<file path="config.mk">
export PLATFORM = sky130hd
export DESIGN_NAME = sul_cell
export DESIGN_NICKNAME = d
export VERILOG_FILES = /design/src/hdl/sul_pkg.sv /design/src/hdl/sul_cell.sv
export SDC_FILE = /design/constraint.sdc
export NUM_CORES = 1
export LEC_CHECK = 0
export ABC_AREA = 1
export BUFFER_PORTS_ARGS = -buffer_cell sky130_fd_sc_hd__buf_2
export CAP_MARGIN = 20
export CORE_MARGIN = 2
export CORE_UTILIZATION = 35
export DETAILED_ROUTE_END_ITERATION = 6
export PLACE_DENSITY = 0.67
export SLEW_MARGIN = 40
export SYNTH_ARGS = -nofsm -noshare
export SYNTH_HDL_FRONTEND = slang
export SYNTH_SLANG_ARGS = --single-unit
</file>
<file path="constraint.sdc">
create_clock -name clk -period 2.5 [get_ports clk]
set_clock_uncertainty 0.05 [all_clocks]
set_input_delay 0.375 -clock clk [delete_from_list [all_inputs] [get_ports clk]]
set_output_delay 0.375 -clock clk [all_outputs]
set_load 0.01 [all_outputs]
</file>
<file path="src/hdl/sul_pkg.sv">
// Shared types and constants for the sorted unique list unit.
`default_nettype none
package sul_pkg;

	localparam int CAPACITY = 64;
	localparam int CNT_W = $clog2(CAPACITY + 1);
	localparam int IDX_W = $clog2(CAPACITY);
	localparam int DATA_W = 32;
	localparam int COUNT_OUT_W = 7;

	localparam logic [1:0] FUNC_INSERT = 2'd0;
	localparam logic [1:0] FUNC_REMOVE = 2'd1;
	localparam logic [1:0] FUNC_DUMP = 2'd2;

	localparam logic [2:0] ST_INSERTED = 3'd0;
	localparam logic [2:0] ST_DUPLICATE = 3'd1;
	localparam logic [2:0] ST_REMOVED = 3'd2;
	localparam logic [2:0] ST_NOT_FOUND = 3'd3;
	localparam logic [2:0] ST_FULL = 3'd4;
	localparam logic [2:0] ST_DUMP_ENTRY = 3'd5;
	localparam logic [2:0] ST_EMPTY = 3'd6;

	typedef enum logic [1:0] {
		CELL_HOLD,
		CELL_INS,
		CELL_REM,
		CELL_ROT
	} cell_op_t;

	typedef struct packed {
		logic cmp;
		cell_op_t op;
	} cell_cmd_t;

endpackage
`default_nettype wire

</file>
<file path="src/hdl/sul_cell.sv">
// One list cell: holds an entry, compares it with the key and shifts with its neighbors.
`default_nettype none
module sul_cell (
	input wire logic clk,
	input wire sul_pkg::cell_cmd_t cmd,
	input wire logic valid,
	input wire logic signed [sul_pkg::DATA_W-1:0] key,
	input wire logic prev_lt,
	input wire logic signed [sul_pkg::DATA_W-1:0] prev_entry,
	input wire logic signed [sul_pkg::DATA_W-1:0] next_entry,
	output logic signed [sul_pkg::DATA_W-1:0] entry,
	output logic lt,
	output logic eq
);

	logic signed [sul_pkg::DATA_W-1:0] entry_q;
	logic lt_q;
	logic eq_q;

	// Compare results are registered; the shift uses them in the next cycle.
	always_ff @(posedge clk) begin
		if (cmd.cmp) begin
			lt_q <= valid && (entry_q < key);
			eq_q <= valid && (entry_q == key);
		end
	end

	always_ff @(posedge clk) begin
		case (cmd.op)
			sul_pkg::CELL_INS: begin
				if (!lt_q) begin
					entry_q <= prev_lt ? key : prev_entry;
				end
			end
			sul_pkg::CELL_REM: begin
				if (!lt_q) begin
					entry_q <= next_entry;
				end
			end
			sul_pkg::CELL_ROT: begin
				entry_q <= next_entry;
			end
			default: begin
				entry_q <= entry_q;
			end
		endcase
	end

	assign entry = entry_q;
	assign lt = lt_q;
	assign eq = eq_q;

endmodule
`default_nettype wire

</file>
# Word level (Yosys, flattened, before mapping)
# Cells that the tools add are included.
# totals
reg_bits	34
output_inout_bits	34
wordCells	18
# op_classes
order_cmp	1
n_eq_ne	6
muxes	4
n_reduce_logical	4
# op_table
operator	count
32-bit 2-to-1 mux	3
32-bit case mux with 3 select lines	1
32-bit == test	1
32-bit < comparator	1
2-bit == test (second input constant)	2
2-bit inequality test (second input constant)	2
3-bit AND reduction	1
3-bit nonzero test	1
2-bit by 1-bit == test with 1-bit output (second input constant)	1
1-bit logical AND	2

# Depth between registers and ports, before layout
# Gate-level depths: netlist (run 1).
# logic_depth
depth_word	3
ltp_mapped	15

# Worst setup path before layout (run 1)
# Ideal clock, no wire load.
# synth_path
kind	input port to flip-flop
start	input cmd[1] (netlist bit)
end	register entry_q (netlist bit entry[0]), enable pin
t_arrival_ns	2.180
t_required_ns	2.018
path_slack_ns	-0.162
cell_stages	3
n_path_buf	1
path_cell_list	buf_2 nand2_1 a21oi_1
# synth_between
elab_chain_cells	3
elab_cells_between_ends	7
# synth_rtl
item	line	rtl
from (decl)	sul_cell.sv:5	input wire sul_pkg::cell_cmd_t cmd,
2-bit by 1-bit == test with 1-bit output or 2-bit == test (tied branches)	sul_cell.sv:29	case (cmd.op)
2-bit inequality test (no source line) or 3-bit nonzero test (tied branches)	-	
3-bit AND reduction (no source line) *	-	
to (signal assigned)	sul_cell.sv:32	entry_q <= prev_lt ? key : prev_entry;
to (signal assigned)	sul_cell.sv:37	entry_q <= next_entry;
to (signal assigned)	sul_cell.sv:41	entry_q <= next_entry;
to (decl)	sul_cell.sv:16	logic signed [sul_pkg::DATA_W-1:0] entry_q;
# Every way passes the cells marked *; elsewhere a longest branch is shown, timed or not.
# A chain may end at the register's enable or synchronous reset.

# Worst setup path after layout (run 1)
# layout_path
start	register entry_q (netlist bit entry[31])
end	register lt_q (netlist: lt), data pin
# layout_between
elab_chain_cells	2
# layout_rtl
item	line	rtl
32-bit < comparator	sul_cell.sv:23	lt_q <= valid && (entry_q < key);
1-bit logical AND	sul_cell.sv:23	
to (signal assigned)	sul_cell.sv:23	
to (decl)	sul_cell.sv:17	logic lt_q;
# Every way passes these cells.

==> results of run 1 <==
==> cell type report <==
class	instances	area (sq um)
clock buffer	5	68.82
clock inverter	3	11.26
fill	749	3730
inverter	42	157.7
multi-input combinational	234	1371
sequential	34	1021
tap	99	123.9
timing repair buffer	139	730.7
==> stage by stage <==
stage	power [mW]	hold slack (ps)	cell area (sq um)
final	1.639	272.6	3485
after global routing	1.764	254.6	3485
after CTS	1.672	260.0	3485
after detailed placement	1.272	562.7	3405
after global placement	1.258	552.1	3405
after floorplan	1.059	437.5	2601
==> power breakdown <==
group          total, mW  internal (mW)  switching [mW]
clock              0.390          0.186           0.204
combinational      0.509          0.227           0.283
sequential         0.740          0.708          0.0323
total               1.64           1.12           0.518
==> how the worst max path moves through the flow <==
stage                        startpoint                  to  cells past startpoint
global route        entry[31]$_DFFE_PP_        lt$_DFFE_PP_                      8
finish              entry[31]$_DFFE_PP_        lt$_DFFE_PP_                      8
floorplan                        cmd[1]  entry[0]$_DFFE_PP_                      3
CTS                 entry[31]$_DFFE_PP_        lt$_DFFE_PP_                      8
global placement                key[31]        lt$_DFFE_PP_                     10
detailed placement              key[31]        lt$_DFFE_PP_                     10
==> state kept, by name, summed over array words and instances (netlist names) <==
name / cells
entry: 32
eq: 1
lt: 1
==> Yosys cell counts, drive strengths merged <==
cell type | count | area share
nand2 | 97 | 0.15
o21ai | 62 | 0.12
inv | 42 | 0.061
edfxtp | 34 | 0.39
ha | 32 | 0.15
a21oi | 20 | 0.044
nor2 | 11 | 0.017
clkbuf | 9 | 0.013
buf | 5 | 0.0096
nand3 | 3 | 0.0058
nand4 | 2 | 0.011
nor3 | 2 | 0.0058
o21a | 2 | 0.0063
a21o | 1 | 0.0029
and3 | 1 | 0.0024
nor4 | 1 | 0.0082
==> metal layers <==
| layer | vias to the layer above | track usage | wire length, um |
|---|---|---|---|
| li1 | 1347 | - | - |
| met1 | 1104 | 0.1914 | 2771 |
| met2 | 74 | 0.2744 | 3123 |
| met3 | 4 | 0.03185 | 346 |
| met4 | 0 | 0.03846 | 51 |
| met5 | - | 0 | 0 |
==> cell families (layout without fill, tap and decap cells) <==
family | after synthesis | in the layout | share of synthesized area
simple gates | 117 | 117 | 0.1965
compound gates | 85 | 85 | 0.1729
buf+inv | 56 | 189 | 0.08333
flops | 34 | 34 | 0.3931
fa+ha+maj | 32 | 32 | 0.1541
==> impl_metrics.tcl, run 1 <==
set metrics [dict create \
    h-tree-depth 2 \
    reg2regPathDepth 8 \
    worstPathRequired_ps 2490 \
    first_pass_iters 4 \
    syn2layout_area_growth_pct 34.15 \
    ys_types 26 \
    insertedDiodeCount 0 \
    grt_pass1_vias 2394 \
    end_kind "flop" \
    grt_pass1_wl_mm 10.40 \
    detail_route.wl_per_cell_um 11.31 \
    max_freq_mhz 542.2 \
    fin_nets 590 \
    cts_buffers 5 \
    cellPowerDensity_nw_per_um2 470.4 \
    start_kind "flop" \
    report.final.slew_viol_count 0 \
    wirelength_mm 6.291 \
    yosysSeqAreaShare 0.3931 \
    grt_max_degree 35 \
    layout-drive-gt1-share 0.3479 \
    r2r_slack_ps 660 \
    clk_latency_ps 280 \
    cpMaxStageDelayCell "edfxtp_1" \
    timing.rr.start "entry[31]$_DFFE_PP_" \
    cts_sinks 34 \
    fin_util 0.4830 \
    postCtsSetupBuffers 0 \
    rows 31 \
    syn_inst 324 \
    final_cells 556 \
    placed_cells 548 \
    synth-seq-cells 34 \
    rsz0062_at_grt "no" \
    antenna_found_initial 0 \
    grt.total_usage 0.1546 \
    start_util 0.3600 \
    viasPerCell 4.549 \
    fin_crit_ps 1844 \
    maxCapViolations 0 \
    cp_slowest_stage_delay_ps 410 \
    route.detailed.drc 0 \
    via_count 2529 \
    cts_tree "yes" \
    fin_crit_sh 0.7377 \
    yosys_warnings 0 \
    synth_area_sq_um 2597 \
    synth_area_per_cell_sq_um 8.017 \
    setup-violations-final 0 \
    crit_buf_inv 0 \
    layout_common_cells "buf_2, nand2_1, inv_1, o21ai_0, edfxtp_1" \
    cts-resized-gates 0 \
    path_cells "ha_1 -> nand2_1 -> nor2_2 -> nand2_2 -> nor4_4 -> nand2_1 -> a21oi_1 -> nor2_1" \
    io_buffers 135 \
    drtIter0Drc 89 \
    tightest_slew_ps 550.6 \
    hold_end "lt$_DFFE_PP_" \
    setup_tns_ps 0 \
    ir_worst_vdd_uv 197.4 \
    slew_headroom 0.6321 \
    p_leak_nw 1.809 \
    fp.dieH_um 90.15 \
    hpwlAfterDp_mm 5.160 \
    overflow 0 \
    hp-start "cmd[2]" \
    rr_endpoint "lt$_DFFE_PP_" \
    clk_path_buf_depth 2 \
    syn_nets 458 \
    die-area_sq_um 8126 \
    io_pins 136 \
    place_ws_ps 562.0 \
    critPathKind "flop to flop" \
    hold_depth 1 \
    critPathMaxFanout 3 \
    hp-class "input port to flop" \
    cts_hold_buf 0 \
    clk_pin_slew_ps 70 \
    final_common_cell "buf_2" \
    hold_viol 0 \
    crit_top_cell "nand2_1" \
    cts-root-buf "clkbuf_8" \
    final.setup.worst_slack_ps 655.7 \
    outcome "finished, final reports clean" \
    crit_family "simple AND/OR/NAND/NOR gates" \
    cp.arrival_ps 1840 \
    coreArea_sq_um 7214 \
    gp_congestion 0.7879 \
    antenna_left 0 \
    die_w_um 90.15 \
]
Power figures use the tool's default switching activity.
==> run 2: changes to the inputs <==
- PLACE_DENSITY: 0.67 -> default
- clock period: 2.5 -> 1.8 ns (I/O delays scaled with it)
==> run 2 against run 1 <==
Against the previous run:
- total power grew 43%
- routed wire length rose by 3.7%
- clock power is 38% higher
- die area unchanged
- global-route usage shrank 0.10 points
- via count shrank 0.40%
- largest cell class unchanged
- critical endpoint unchanged
- largest power group unchanged
- critical path depth increased by 2
- register-to-register slack worse by 650 ps
==> impl_metrics.tcl, run 2 (same netlist as run 1, synthesis figures left out) <==
set metrics [dict create \
    io_buffers 135 \
    grt_pass1_wl_mm 10.21 \
    placed_cells 549 \
    start_kind "flop" \
    first_pass_iters 4 \
    antenna_found_initial 0 \
    setup-violations-final 0 \
    insertedDiodeCount 0 \
    dr_wl_met2_mm 3.254 \
    met3WireLength_um 357 \
    route.detailed.drc 0 \
    wirelength_mm 6.525 \
    syn2layout_area_growth_pct 39.07 \
    end_kind "flop" \
    cts-root-buf "clkbuf_8" \
    worstPathRequired_ps 1790 \
    detail_route.wl_per_cell_um 11.71 \
    die_w_um 90.15 \
    cts_tree "yes" \
    layout-drive-gt1-share 0.3821 \
    drtIter0Drc 60 \
    cts_sinks 34 \
    antenna_left 0 \
    gp_congestion 0.7680 \
    crit_top_cell "nand2_2" \
    clk_pin_slew_ps 70 \
    slew_headroom 0.7606 \
    clk_path_buf_depth 2 \
    rsz0062_at_grt "yes" \
    highest-signal-layer "met4" \
    p_leak_nw 1.837 \
    via_count 2519 \
    cp_slowest_stage_delay_ps 430 \
    clk_latency_ps 280 \
    cts_buffers 5 \
    crit_buf_inv 1 \
    coreArea_sq_um 7214 \
    h-tree-depth 2 \
    overflow 0 \
    m1WireLength_mm 2.852 \
    final_common_cell "buf_2" \
    nFillCells 759 \
    cpMaxStageDelayCell "edfxtp_1" \
    place_ws_ps 33.84 \
    io_pins 136 \
    die-area_sq_um 8126 \
    critPathKind "flop to flop" \
    final_cells 557 \
    tightest_slew_ps 358.3 \
    outcome "finished, final reports clean" \
    viasPerCell 4.522 \
    grt_pass1_vias 2336 \
    layout_common_cells "buf_2, nand2_1, inv_1" \
    hold_viol 0 \
    ir_worst_vdd_uv 336.1 \
    largest_register_ffs 32 \
    grt_max_degree 64 \
    path_cells "ha_4 -> nand2_2 -> inv_2 -> nand3_2 -> nor3_4 -> nand2_1 -> nand2_2 -> nand2_2 -> a21oi_2 -> nor2_1" \
    crit_family "simple AND/OR/NAND/NOR gates" \
    cp.arrival_ps 1780 \
    fp.dieH_um 90.15 \
    grt.total_usage 0.1535 \
    rows 31 \
    report.final.slew_viol_count 0 \
    maxCapViolations 0 \
    hp-class "input port to flop" \
    fin_crit_ps 1790 \
    fin_nets 592 \
    fin_crit_sh 0.9944 \
    cellPowerDensity_nw_per_um2 647.9 \
    critPathMaxFanout 2 \
    cts_hold_buf 0 \
    max_freq_mhz 558.7 \
    final.setup.worst_slack_ps 10.11 \
    start_util 0.3600 \
    hpwlAfterDp_mm 5.209 \
]
## run 2: timing repair
item / CTS / global route
gates resized for setup: 0 / 14
buffers inserted: 0 / 1
setup endpoints to repair: 0 / 1
## run 2: area by class of cell
class	instances	area [sq um]	area share
Clock buffer	5	68.82	0.01905
Clock inverter	2	10.01	0.002771
Timing Repair Buffer	141	758.2	0.2099
Tap cell	99	123.9	0.03429
Inverter	42	157.7	0.04364
Sequential cell	34	1021	0.2826
Multi-Input combinational cell	234	1473	0.4077
## run 2: metal layers
layer | track usage | vias up
li1 | - | 1347
met1 | 0.1872 | 1104
met2 | 0.2682 | 64
met3 | 0.03688 | 4
met4 | 0.04615 | 0
met5 | 0 | -
## run 2: path summary, 6_finish.rpt
path / startpoint / end / slack, ps / depth (start not counted)
setup / recovery: entry[11]$_DFFE_PP_ / lt$_DFFE_PP_ / 10 / 10
hold / removal: cmd[2] / eq$_DFFE_PP_ / 150 / 1
setup reg to reg: entry[11]$_DFFE_PP_ / lt$_DFFE_PP_ / 10 / 10
hold reg to reg: lt$_DFFE_PP_ / entry[12]$_DFFE_PP_ / 700 / 1
## run 2: where the power goes
group	total, mW	internal [mW]	switching, mW	leakage [nW]
registers	1.03	0.983	0.0503	0.337
logic	0.769	0.353	0.416	1.46
clock network	0.537	0.260	0.278	0.0438
total	2.34	1.60	0.744	1.84
## run 2: metrics by stage
stage | hold slack, ps | instance area [sq um] | TNS (ps) | util | power [mW]
global placement | 441.9 | 3425 | 0 | 0.4747 | 1.764
finish | 150.6 | 3612 | 0 | 0.5007 | 2.340
global route | 145.8 | 3612 | -97.81 | 0.5007 | 2.504
detailed placement | 440.4 | 3425 | 0 | 0.4747 | 1.778
floorplan | 332.5 | 2609 | 0 | - | 1.473
CTS | 141.7 | 3503 | 0 | 0.4856 | 2.325
==> run 3: changes to the inputs <==
- clock period: 1.8 -> 2.2 ns (I/O delays scaled with it)
==> run 3 against run 2 <==
Against the previous run:
- die area unchanged
- core utilization down 1.8 points
- setup slack better by 410 ps
- count of clock-buffer cells in the layout up 2
- first-iteration DRC count up 55%
- sequential power down 18%
- via count about the same
- hold slack better by 87 ps
==> impl_metrics.tcl, run 3 (same netlist as run 1, synthesis figures left out) <==
set metrics [dict create \
    outcome "finished, final reports clean" \
    start_util 0.3600 \
    overflow 0 \
    cts-root-buf "clkbuf_8" \
    start_kind "flop" \
    pwr-share-seq 0.451 \
    p_clk_frac 0.238 \
    clk_pin_slew_ps 70 \
    fp.dieH_um 90.15 \
    p_leak_nw 1.807 \
    fin_crit_ps 1776 \
    dr_wl_met2_mm 3.086 \
    hp-class "input port to flop" \
    maxCapViolations 0 \
    antenna_left 0 \
    netSwitchingFraction 0.3149 \
    ir_worst_vdd_uv 180.8 \
    cts_sinks 34 \
    postCtsSetupBuffers 0 \
    coreArea_sq_um 7214 \
    combPwrFrac 0.311 \
    hold_depth 1 \
    timing.rr.start "entry[31]$_DFFE_PP_" \
    met3WireLength_um 371 \
    cp_slowest_stage_delay_ps 400 \
    highest-signal-layer "met4" \
    fin_hold_ws_ps 237.7 \
    route.detailed.drc 0 \
    rows 31 \
    power.net_switching_mw 0.5887 \
    cp.arrival_ps 1770 \
    hp-start "cmd[2]" \
    drtIter0Drc 93 \
    setup_tns_ps 0 \
    rsz0062_at_grt "no" \
    clk_path_buf_depth 2 \
    cts_hold_buf 0 \
    grt.total_usage 0.1608 \
    final_common_cell "buf_2" \
    hold_viol 0 \
    end_kind "flop" \
    layout-drive-gt1-share 0.3487 \
    r2r_slack_ps 420 \
    fin_nets 590 \
    report.final.slew_viol_count 0 \
    cts_tree "yes" \
    syn2layout_area_growth_pct 34.01 \
    hpwlAfterDp_mm 5.169 \
    max_freq_mhz 563.1 \
    final_cell_area_sq_um 3481 \
    fin_crit_sh 0.8073 \
    h-tree-depth 2 \
    clk_latency_ps 280 \
    m1WireLength_mm 2.951 \
    worstPathRequired_ps 2200 \
    path_cells "ha_1 -> nand2_1 -> nor2_2 -> nand2_2 -> nor4_4 -> nand2_1 -> a21oi_1 -> nor2_1" \
    critPathKind "flop to flop" \
    dpl_cell_area_sq_um 3405 \
    critPathMaxFanout 3 \
    die_w_um 90.15 \
    largest_register_ffs 32 \
    grt_pass1_vias 2459 \
    io_buffers 135 \
    cellPowerDensity_nw_per_um2 537.1 \
    cts_buffers 5 \
    rr_endpoint "lt$_DFFE_PP_" \
    detail_route.wl_per_cell_um 11.65 \
    via_count 2520 \
    slew_headroom 0.7869 \
    layout_common_cells "buf_2, nand2_1, inv_1, o21ai_0, edfxtp_1" \
    gp_congestion 0.7142 \
    grt_max_degree 64 \
    first_pass_iters 4 \
    p_int_mw 1.281 \
    io_pins 136 \
    antenna_found_initial 0 \
    setup-violations-final 0 \
    die-area_sq_um 8126 \
    crit_top_cell "nand2_1" \
    wirelength_mm 6.467 \
    hold_end "lt$_DFFE_PP_" \
    grt_pass1_wl_mm 10.90 \
    cpMaxStageDelayCell "edfxtp_1" \
    cts-resized-gates 0 \
    insertedDiodeCount 0 \
    viasPerCell 4.541 \
    tightest_slew_ps 319.6 \
    reg2regPathDepth 8 \
]
==> run 3: how the worst max path moves through the flow <==
stage,startpoint,end,slack (ps)
detailed placement,key[31],lt$_DFFE_PP_,350
global route,entry[31]$_DFFE_PP_,lt$_DFFE_PP_,270
floorplan,cmd[1],entry[0]$_DFFE_PP_,210
global placement,key[31],lt$_DFFE_PP_,380
finish,entry[31]$_DFFE_PP_,lt$_DFFE_PP_,420
CTS,entry[31]$_DFFE_PP_,lt$_DFFE_PP_,390
==> run 3: through the flow <==
| step | setup slack, ps | cells | total power [mW] | utilization |
|---|---|---|---|---|
| 6_report | 424.0 | 555 | 1.869 | 0.4825 |
| 5_1_grt | 273.5 | 555 | 1.995 | 0.4825 |
| 4_1_cts | 387.6 | 555 | 1.892 | 0.4825 |
| 3_5_place_dp | 347.0 | 548 | 1.446 | 0.4719 |
| 3_3_place_gp | 383.6 | 548 | 1.435 | 0.4719 |
| 2_1_floorplan | 214.4 | 324 | 1.204 | - |
==> run 3: per-layer routing <==
layer / GRT usage / vias up
met5: 0 / -
met4: 0.03846 / 0
met3: 0.03604 / 4
met2: 0.2751 / 77
met1: 0.2066 / 1092
li1: - / 1347
==> run 3: final cells by class <==
type | instances | area, sq um
Clock buffer | 7 | 76.32
Fill cell | 752 | 3734
Inverter | 42 | 157.7
Multi-Input combinational cell | 234 | 1371
Sequential cell | 34 | 1021
Tap cell | 99 | 123.9
Timing Repair Buffer | 139 | 730.7
==> run 3: power groups by stage <==
| stage | Combinational (mW) | Clock [mW] | Sequential (mW) |
|---|---|---|---|
| 2_1_floorplan | 0.317 | 0 | 0.887 |
| 3_3_place_gp | 0.580 | 0 | 0.855 |
| 3_5_place_dp | 0.588 | 0 | 0.858 |
| 4_1_cts | 0.593 | 0.455 | 0.844 |
| 5_1_grt | 0.670 | 0.474 | 0.851 |
| 6_report | 0.581 | 0.446 | 0.842 |
==> run 3: worst max-delay path: cells and delay by family (launching register included) <==
kind / cells / cell delay [ps]
fa+ha+maj: 1 / 330
compound gates: 1 / 120
simple gates: 6 / 620
flops: 1 / 400
